**config.mk**
```make
export PLATFORM = sky130hd
export DESIGN_NAME = modular_power_product_core
export DESIGN_NICKNAME = d
export VERILOG_FILES = /design/src/rtl/mpp_pkg.sv /design/src/rtl/mpp_datapath.sv /design/src/rtl/mpp_ctrl.sv /design/src/rtl/modular_power_product_core.sv
export VERILOG_INCLUDE_DIRS = /design/src /design/src/rtl
export SDC_FILE = /design/constraint.sdc
export NUM_CORES = 2
export LEC_CHECK = 0
export ABC_AREA = 1
export BUFFER_PORTS_ARGS = -buffer_cell sky130_fd_sc_hd__clkbuf_2
export CELL_PAD_IN_SITES_DETAIL_PLACEMENT = 1
export CELL_PAD_IN_SITES_GLOBAL_PLACEMENT = 2
export CORE_UTILIZATION = 35
export DETAILED_ROUTE_END_ITERATION = 8
export HOLD_SLACK_MARGIN = 0.06
export PLACE_DENSITY = 0.82
export SKIP_LAST_GASP = 1
export SLEW_MARGIN = 20
export SYNTH_ARGS = -nofsm -noshare
export SYNTH_HDL_FRONTEND = slang
export SYNTH_HIERARCHICAL = 1
export SYNTH_SLANG_ARGS = --single-unit
export TNS_END_PERCENT = 100
```
**constraint.sdc**
```tcl
create_clock -name i_clk -period 16.25 [get_ports i_clk]
set_input_delay 4.0625 -clock i_clk [delete_from_list [all_inputs] [get_ports i_clk]]
set_output_delay 4.0625 -clock i_clk [all_outputs]
set_load 0.1 [all_outputs]
```
**src/rtl/modular_power_product_core_macros.svh**
```systemverilog
// Assertion helpers used by mpp_ctrl
`ifndef MODULAR_POWER_PRODUCT_CORE_MACROS_SVH
`define MODULAR_POWER_PRODUCT_CORE_MACROS_SVH

// Check that an antecedent implies a consequent on the same edge
`define MPP_ASSERT_IMP(label, clk, rst_n, ante, cons, msg) \
    label: assert property (@(posedge clk) disable iff (!rst_n) (ante) |-> (cons)) \
        else $error(msg);

// Check that an antecedent implies a consequent on the next edge
`define MPP_ASSERT_NEXT(label, clk, rst_n, ante, cons, msg) \
    label: assert property (@(posedge clk) disable iff (!rst_n) (ante) |=> (cons)) \
        else $error(msg);

`endif

```
**src/rtl/mpp_pkg.sv**
```systemverilog
package mpp_pkg;

    localparam int unsigned REG_IDX_BITS = 2;

    typedef enum logic [REG_IDX_BITS-1:0] {
        REG_GROUP_MOD = 2'd0,
        REG_EXP_MOD   = 2'd1,
        REG_GEN       = 2'd2,
        REG_SPARE     = 2'd3
    } t_reg_idx;

    // Datapath operations: r = f(op) over a serial unit
    typedef enum logic [2:0] {
        OP_NONE,
        OP_LOAD,      // load operands from input request
        OP_RED_EXP,   // reduce exponent modulo exponent modulus
        OP_RED_BASE,  // reduce base modulo group modulus
        OP_MUL_ACC,   // acc = acc * base
        OP_MUL_SQR,   // base = base * base
        OP_MUL_PROD,  // prod = prod * acc
        OP_CLR_PROD   // prod = 1
    } t_op;

    typedef struct packed {
        t_op  op;
        logic start;
    } t_cmd;

    typedef struct packed {
        logic done;       // serial unit finished
        logic exp_bit;    // current exponent bit
        logic last;       // held last flag
    } t_sts;

    typedef enum logic [3:0] {
        ST_IDLE,
        ST_RED_EXP,
        ST_RED_BASE,
        ST_BIT,
        ST_ACC,
        ST_SQR,
        ST_PROD,
        ST_OUT
    } t_state;

endpackage

```
**src/rtl/mpp_datapath.sv**
```systemverilog
module mpp_datapath
    import mpp_pkg::*;
#(
    parameter int unsigned WORD_BITS = 63
) (
    input  logic                 i_clk,
    input  logic                 i_rst_n,
    input  t_cmd                 i_cmd,
    input  logic                 i_bit_shift,
    input  logic [WORD_BITS-1:0] i_group_modulus,
    input  logic [WORD_BITS-1:0] i_exponent_modulus,
    input  logic [WORD_BITS-1:0] i_generator,
    input  logic [WORD_BITS-1:0] i_base_value,
    input  logic                 i_use_generator,
    input  logic [WORD_BITS-1:0] i_exponent_value,
    input  logic                 i_last_term,
    output t_sts                 o_sts,
    output logic [WORD_BITS-1:0] o_product
);

    localparam int unsigned CNT_BITS = $clog2(WORD_BITS + 1);
    localparam logic [CNT_BITS-1:0] CNT_LAST = CNT_BITS'(WORD_BITS - 1);

    logic [WORD_BITS-1:0] r_base, r_exp, r_acc, r_prod;
    logic                 r_last;
    // Serial unit: r_x scanned MSB first, r_y added, r_r accumulates
    logic [WORD_BITS-1:0] r_x, r_y, r_r;
    logic [WORD_BITS-1:0] r_m;
    logic [CNT_BITS-1:0]  r_cnt;
    logic                 r_busy, r_done;
    t_op                  r_op;

    logic                 m_small;
    logic [WORD_BITS:0]   dbl, dbl_red, sum, sum_red;
    logic [WORD_BITS-1:0] step_r;
    logic                 cur_bit;

    // Doubling / conditional add step, one bit per cycle
    always_comb begin
        m_small = (r_m < WORD_BITS'(2));
        dbl     = {r_r, 1'b0};
        dbl_red = (dbl >= {1'b0, r_m}) ? dbl - {1'b0, r_m} : dbl;
        cur_bit = r_x[WORD_BITS-1];
        sum     = dbl_red + {1'b0, r_y};
        sum_red = (sum >= {1'b0, r_m}) ? sum - {1'b0, r_m} : sum;
        step_r  = cur_bit ? sum_red[WORD_BITS-1:0] : dbl_red[WORD_BITS-1:0];
    end

    // Run serial unit and latch results
    always_ff @(posedge i_clk) begin
        if (!i_rst_n) begin
            r_busy <= 1'b0;
            r_done <= 1'b0;
            r_prod <= WORD_BITS'(1);
        end else begin
            if (i_bit_shift) r_exp <= r_exp >> 1;
            if (i_cmd.start) begin
                r_op <= i_cmd.op;
                unique case (i_cmd.op)
                    OP_LOAD: begin
                        r_base <= i_use_generator ? i_generator : i_base_value;
                        r_exp  <= i_exponent_value;
                        r_last <= i_last_term;
                        r_acc  <= WORD_BITS'(1);
                        r_done <= 1'b1;
                    end
                    OP_CLR_PROD: begin
                        r_prod <= WORD_BITS'(1);
                        r_done <= 1'b1;
                    end
                    OP_NONE: r_done <= 1'b1;
                    default: begin
                        // Reductions compute x % m as x*1 mod m; (m<2 gives 0)
                        r_busy <= 1'b1;
                        r_done <= 1'b0;
                        r_cnt  <= '0;
                        r_r    <= '0;
                        priority case (i_cmd.op)
                            OP_RED_EXP: begin
                                r_m <= i_exponent_modulus;
                                r_x <= r_exp; r_y <= WORD_BITS'(1);
                            end
                            OP_RED_BASE: begin
                                r_m <= i_group_modulus;
                                r_x <= r_base; r_y <= WORD_BITS'(1);
                            end
                            OP_MUL_ACC: begin
                                r_m <= i_group_modulus;
                                r_x <= r_base; r_y <= r_acc;
                            end
                            OP_MUL_SQR: begin
                                r_m <= i_group_modulus;
                                r_x <= r_base; r_y <= r_base;
                            end
                            default: begin
                                r_m <= i_group_modulus;
                                r_x <= r_prod; r_y <= r_acc;
                            end
                        endcase
                    end
                endcase
            end else if (r_busy) begin
                r_r <= step_r;
                r_x <= r_x << 1;
                r_cnt <= r_cnt + CNT_BITS'(1);
                r_done <= (r_cnt == CNT_LAST);
                if (r_cnt == CNT_LAST) begin
                    r_busy <= 1'b0;
                    priority case (r_op)
                        OP_RED_EXP:  r_exp  <= m_small ? '0 : step_r;
                        OP_RED_BASE: r_base <= m_small ? '0 : step_r;
                        OP_MUL_ACC:  r_acc  <= m_small ? '0 : step_r;
                        OP_MUL_SQR:  r_base <= m_small ? '0 : step_r;
                        default:     r_prod <= m_small ? '0 : step_r;
                    endcase
                end
            end else begin
                r_done <= 1'b0;
            end
        end
    end

    assign o_sts = '{done: r_done, exp_bit: r_exp[0], last: r_last};
    assign o_product = r_prod;

endmodule

```
**src/rtl/mpp_ctrl.sv**
```systemverilog
module mpp_ctrl
    import mpp_pkg::*;
#(
    parameter int unsigned WORD_BITS = 63
) (
    input  logic i_clk,
    input  logic i_rst_n,
    input  logic i_in_valid,
    output logic o_in_ready,
    output logic o_out_valid,
    input  logic i_out_ready,
    input  t_sts i_sts,
    output t_cmd o_cmd,
    output logic o_bit_shift,
    output logic o_capture
);

    `include "modular_power_product_core_macros.svh"

    localparam int unsigned BIT_BITS = $clog2(WORD_BITS + 1);
    localparam logic [BIT_BITS-1:0] BIT_LAST = BIT_BITS'(WORD_BITS - 1);

    t_state              r_state, n_state;
    logic [BIT_BITS-1:0] r_bit, n_bit;
    logic                r_started, n_started;
    logic                r_out_valid, n_out_valid;

    // Next state
    always_comb begin
        n_state     = r_state;
        n_bit       = r_bit;
        n_started   = 1'b0;
        n_out_valid = r_out_valid;
        if (r_out_valid && i_out_ready) n_out_valid = 1'b0;
        unique case (r_state)
            ST_IDLE: if (i_in_valid) n_state = ST_RED_EXP;
            ST_RED_EXP: begin
                n_started = 1'b1;
                if (r_started && i_sts.done) begin
                    n_state = ST_RED_BASE; n_started = 1'b0;
                end
            end
            ST_RED_BASE: begin
                n_started = 1'b1;
                if (r_started && i_sts.done) begin
                    n_state = ST_BIT; n_started = 1'b0; n_bit = '0;
                end
            end
            ST_BIT: n_state = i_sts.exp_bit ? ST_ACC : ST_SQR;
            ST_ACC: begin
                n_started = 1'b1;
                if (r_started && i_sts.done) begin
                    n_state = ST_SQR; n_started = 1'b0;
                end
            end
            ST_SQR: begin
                n_started = 1'b1;
                if (r_started && i_sts.done) begin
                    n_started = 1'b0;
                    n_bit = r_bit + BIT_BITS'(1);
                    n_state = (r_bit == BIT_LAST) ? ST_PROD : ST_BIT;
                end
            end
            ST_PROD: begin
                n_started = 1'b1;
                if (r_started && i_sts.done) begin
                    n_started = 1'b0;
                    n_state = i_sts.last ? ST_OUT : ST_IDLE;
                end
            end
            // Hold until the output register is free or being emptied
            ST_OUT: begin
                if (!r_out_valid || i_out_ready) begin
                    n_out_valid = 1'b1;
                    n_state = ST_IDLE;
                end
            end
            default: n_state = ST_IDLE;
        endcase
    end

    // Outputs
    always_comb begin
        o_cmd       = '{op: OP_NONE, start: 1'b0};
        o_in_ready  = 1'b0;
        o_bit_shift = 1'b0;
        o_capture   = 1'b0;
        unique case (r_state)
            ST_IDLE: begin
                o_in_ready = 1'b1;
                if (i_in_valid) o_cmd = '{op: OP_LOAD, start: 1'b1};
            end
            ST_RED_EXP:  if (!r_started) o_cmd = '{op: OP_RED_EXP, start: 1'b1};
            ST_RED_BASE: if (!r_started) o_cmd = '{op: OP_RED_BASE, start: 1'b1};
            ST_ACC:      if (!r_started) o_cmd = '{op: OP_MUL_ACC, start: 1'b1};
            ST_SQR: begin
                if (!r_started) o_cmd = '{op: OP_MUL_SQR, start: 1'b1};
                o_bit_shift = r_started && i_sts.done;
            end
            ST_PROD:     if (!r_started) o_cmd = '{op: OP_MUL_PROD, start: 1'b1};
            ST_OUT: begin
                if (!r_out_valid || i_out_ready) begin
                    o_capture = 1'b1;
                    o_cmd = '{op: OP_CLR_PROD, start: 1'b1};
                end
            end
            default: ;
        endcase
    end

    // Hold state
    always_ff @(posedge i_clk) begin
        if (!i_rst_n) begin
            r_state     <= ST_IDLE;
            r_bit       <= '0;
            r_started   <= 1'b0;
            r_out_valid <= 1'b0;
        end else begin
            r_state     <= n_state;
            r_bit       <= n_bit;
            r_started   <= n_started;
            r_out_valid <= n_out_valid;
        end
    end

    assign o_out_valid = r_out_valid;

    `MPP_ASSERT_IMP(a_ready_idle, i_clk, i_rst_n, o_in_ready, r_state == ST_IDLE,
        "input ready outside idle")
    `MPP_ASSERT_NEXT(a_out_after_capture, i_clk, i_rst_n, o_capture, r_out_valid,
        "capture did not raise output valid")
    `MPP_ASSERT_IMP(a_capture_free, i_clk, i_rst_n, o_capture, !r_out_valid || i_out_ready,
        "result overwritten while pending")

endmodule

```
**src/rtl/modular_power_product_core.sv**
```systemverilog
// Channel | Signals                                       | Direction
// input   | i_in_valid/o_in_ready, base, gen, exp, last   | in
// output  | o_out_valid/i_out_ready, o_product_value      | out
// config  | i_cfg_we, i_cfg_index, i_cfg_data             | in
// Each request reduces its exponent and base, then scans the 63 exponent bits,
// multiplying the accumulator by the base on set bits and squaring the base;
// every modular multiply or reduction runs in a shared shift-add unit.
// Reset is synchronous and restores control state, configuration registers and a running product of 1.
// A result waits in the output register; a later result stalls the core, and
// so new requests, until the waiting one is taken.
module modular_power_product_core
    import mpp_pkg::*;
#(
    parameter int unsigned WORD_BITS = 63
) (
    input  logic                    i_clk,
    input  logic                    i_rst_n,
    input  logic                    i_in_valid,
    output logic                    o_in_ready,
    input  logic [WORD_BITS-1:0]    i_base_value,
    input  logic                    i_use_generator,
    input  logic [WORD_BITS-1:0]    i_exponent_value,
    input  logic                    i_last_term,
    output logic                    o_out_valid,
    input  logic                    i_out_ready,
    output logic [WORD_BITS-1:0]    o_product_value,
    input  logic                    i_cfg_we,
    input  logic [REG_IDX_BITS-1:0] i_cfg_index,
    input  logic [WORD_BITS-1:0]    i_cfg_data
);

    logic [WORD_BITS-1:0] r_group_modulus, r_exponent_modulus, r_generator;
    logic [WORD_BITS-1:0] r_out, prod;
    t_cmd cmd;
    t_sts sts;
    logic bit_shift, capture;

    // Write configuration registers
    always_ff @(posedge i_clk) begin
        if (!i_rst_n) begin
            r_group_modulus    <= WORD_BITS'(64'd540431955285196831);
            r_exponent_modulus <= WORD_BITS'(64'd18014398509506561);
            r_generator        <= WORD_BITS'(64'd1073741824);
        end else if (i_cfg_we) begin
            unique case (t_reg_idx'(i_cfg_index))
                REG_GROUP_MOD: r_group_modulus    <= i_cfg_data;
                REG_EXP_MOD:   r_exponent_modulus <= i_cfg_data;
                REG_GEN:       r_generator        <= i_cfg_data;
                default: ;
            endcase
        end
    end

    // Capture result before product clears
    always_ff @(posedge i_clk) begin
        if (capture) r_out <= prod;
    end

    mpp_ctrl #(.WORD_BITS(WORD_BITS)) u_ctrl (
        .i_clk, .i_rst_n, .i_in_valid, .o_in_ready, .o_out_valid, .i_out_ready,
        .i_sts(sts), .o_cmd(cmd), .o_bit_shift(bit_shift), .o_capture(capture)
    );

    mpp_datapath #(.WORD_BITS(WORD_BITS)) u_dp (
        .i_clk, .i_rst_n, .i_cmd(cmd), .i_bit_shift(bit_shift),
        .i_group_modulus(r_group_modulus), .i_exponent_modulus(r_exponent_modulus),
        .i_generator(r_generator), .i_base_value, .i_use_generator,
        .i_exponent_value, .i_last_term, .o_sts(sts), .o_product(prod)
    );

    assign o_product_value = r_out;

endmodule
```
==> qor.tcl <==
set qor(outcome) {completed}
set qor(post_layout_cell_count) 8899
set qor(grt_antenna_before_repair) 18
set qor(clock_tree_from_tritoncts) {done}
set qor(place.gp.congestion) 1.09
set qor(worst_setup_hold_path_clk_slew_ns) 0.06
set qor(netlist_instances) 6823
set qor(worstSkewPairLatency_ns) 0.73
set qor(cts.sink_count) 779
set qor(cts_hold_repair.buffers) 0
set qor(regArea_sq_mm) 0.0207
set qor(worstMarginPinSlew_ns) 1.18
set qor(cp_common_cell) {sky130_fd_sc_hd__nand2_1}
set qor(layout-area-overhead-vs-synth_pct) 11.5
set qor(synth_enable_flop_cells) 514
set qor(slew_headroom_pct) 21.6
set qor(ys.flop_type) {sky130_fd_sc_hd__edfxtp_1}
set qor(multi_input_area_sq_mm) 0.0251
set qor(detailed_place_hpwl_um) 184000
set qor(timing_hold_violations_final) 0
set qor(cell_taking_the_most_area_after_synthesis) {sky130_fd_sc_hd__edfxtp_1}
set qor(post_cts_resize_count) 0
set qor(count_of_unresolved_drc_violations_after_routing) 0
set qor(die_width_um) 381
set qor(cts_htree_levels) 3
set qor(synth-async-reset-ratio_pct) 0
set qor(crit_arrival_ns) 11.17
set qor(grt_setup_unrepaired) {no}
set qor(synth.top_cell.area_share_pct) 30.7
set qor(final.min_clock_period_ns) 10.76
set qor(clock-root-buffer) {sky130_fd_sc_hd__clkbuf_16}
set qor(reg2reg_slack_ns) 5.49
set qor(final_setup_viols) 0
set qor(start_util_pct) 35.4
set qor(avgRoutedWirePerCell_um) 26.4
set qor(io_pins) 263
set qor(timing.max_cap.violations) 0
set qor(pin_count_of_the_biggest_net_entering_global_routing) 112
set qor(slowest_delay_ns) 0.67
set qor(drt-initial-drc-count) 5588
set qor(grt_remaining_overflow) 0
set qor(worst_setup_path_end_kind) {register}
set qor(place.detailed.instances) 8734
set qor(yosysMostFrequentCell) {sky130_fd_sc_hd__nand2_1}
set qor(cp.required_ns) 16.66
set qor(skew_ns) 0.0619
set qor(tritoncts.num_buffers) 87
set qor(height_of_the_die_um) 381
set qor(timing_max_transition_violations_final) 0
set qor(timing.critical_path.fanout_max) 50
set qor(synth.area.top_cells) {sky130_fd_sc_hd__edfxtp_1 (31%), sky130_fd_sc_hd__nand2_1 (13%), sky130_fd_sc_hd__dfxtp_1 (11%), sky130_fd_sc_hd__nor2_1 (6.4%), sky130_fd_sc_hd__inv_1 (6.2%)}
set qor(global_route_wire_length_before_repair_um) 337000
set qor(fill_cells) 17600
set qor(post-cts-setup-buffer-count) 0
set qor(syn_area_per_cell_sq_um) 7.37
set qor(crit_path_start_kind) {register}
set qor(synthesis.yosys.warnings) 6
set qor(number_of_nets_in_the_layout) 7327
set qor(drt_wl_total_um) 235000
set qor(postSynthNetCount) 7217
set qor(number_of_global_route_vias_before_repair) 48700
set qor(placement.io_buffers) 262
set qor(critPathKind) {reg2reg}
set qor(maxClockFrequency_mhz) 93.0
set qor(synth.ff_latch_count) 779
set qor(floorplan.die_area_sq_mm) 0.145
set qor(viasPerCell) 5.62
set qor(synth_top_cells_by_count) {sky130_fd_sc_hd__nand2_1 (1701), sky130_fd_sc_hd__nor2_1 (857), sky130_fd_sc_hd__inv_1 (834)}
set qor(detailedRoute.firstPassIterationCount) 6
set qor(fin_tns_setup_ns) 0
set qor(final_layout_size_suffix_gt1_share_pct) 8.38
set qor(cts.path.max_buffers) 3
set qor(grt_use_total_pct) 31.4
set qor(routed-via-count) 50000
set qor(crit_slowest_cell) {sky130_fd_sc_hd__xor2_1}
set qor(final.period_utilization_pct) 66.2
set qor(fp.coreArea_sq_mm) 0.142
set qor(hold_class) {reg2reg}
set qor(syn_area_sq_mm) 0.0503
set qor(final_ant_viol_nets) 0
set qor(synth_cell_type_count) 53
set qor(fp-row-count) 138
set qor(synth_sequential_area_ratio_pct) 41.3
-- cells by family after synthesis --
group | Yosys count | synth area share (%)
flops | 779 | 41.3
simple gates | 3199 | 26.5
fa+ha+maj | 196 | 4.92
mux | 62 | 1.23
xor+xnor | 159 | 2.77
compound gates | 1293 | 14.4
buf+inv | 1135 | 8.95
-- flip-flops by register name, indices dropped and copies added, names as in the netlist, 6 cells and up --
name,count
u_dp/r_base,63
u_dp/r_exp,63
u_dp/r_r,63
u_dp/r_m,63
u_dp/r_x,63
u_dp/o_product,63
u_dp/r_acc,63
r_exponent_modulus,63
u_ctrl/r_bit,6
r_generator,63
r_group_modulus,63
o_product_value,63
u_dp/r_cnt,6
u_dp/r_y,63
-- cell type report --
class | instances | share of cell area (%)
inverter | 845 | 5.69
sequential | 779 | 37.0
clock buffer | 114 | 4.25
tap | 1890 | 4.22
antenna | 2 | 0.00894
multi-input combinational | 4909 | 44.9
timing repair buffer | 311 | 3.02
clock inverter | 49 | 0.900
-- critical path, delay by kind of cell (launching register included) --
family                     cells  cell delay, ns
buffers and inverters          6            1.68
and+or+nand+nor               28            4.57
adders and majority gates      3            1.13
xor gates and xnor gates       1            0.67
DFF                            1            0.48
AOI/OAI and AO/OA              6            1.76
-- routing by layer --
metal	up-vias	GRT usage, %	wire length (um)
li1	22700	-	-
met1	24900	47.6	110000
met2	2162	45.2	96300
met3	245	5.56	23000
met4	2	8.40	6170
met5	-	0	7
-- final timing paths --
kind                       from                   to  depth (start not counted)
max                u_dp/r_m[31]       u_dp/r_exp[27]                         44
min          u_dp/o_product[52]  o_product_value[52]                          0
max reg2reg        u_dp/r_m[31]       u_dp/r_exp[27]                         44
min reg2reg  u_dp/o_product[52]  o_product_value[52]                          0
-- through the flow --
step | instance area [sq um] | utilization (%) | setup slack (ns) | hold WS [ns]
after CTS | 56000 | 39.5 | 5.67 | 0.451
after global routing | 56000 | 39.5 | 5.17 | 0.452
after detailed placement | 53100 | 37.4 | 5.75 | 0.446
final | 56000 | 39.5 | 5.49 | 0.443
after global placement | 53100 | 37.4 | 5.77 | 0.439
after floorplan | 50300 | - | 2.69 | 0.425
-- cells in the final DEF, fill, tap and decap left out, types with 93 or more instances in the layout --
| cell | count |
|---|---|
| sky130_fd_sc_hd__xor2_1 | 93 |
| sky130_fd_sc_hd__nand3_1 | 358 |
| sky130_fd_sc_hd__ha_1 | 193 |
| sky130_fd_sc_hd__edfxtp_1 | 514 |
| sky130_fd_sc_hd__clkbuf_2 | 259 |
| sky130_fd_sc_hd__nor2_1 | 851 |
| sky130_fd_sc_hd__dfxtp_1 | 265 |
| sky130_fd_sc_hd__o21ai_0 | 400 |
| sky130_fd_sc_hd__inv_1 | 829 |
| sky130_fd_sc_hd__a21oi_1 | 598 |
| sky130_fd_sc_hd__nand2_1 | 1697 |
Power is left out: the tool's default activity adds up to more than one toggle a clock period on the data nets, which glitch-free logic cannot reach.
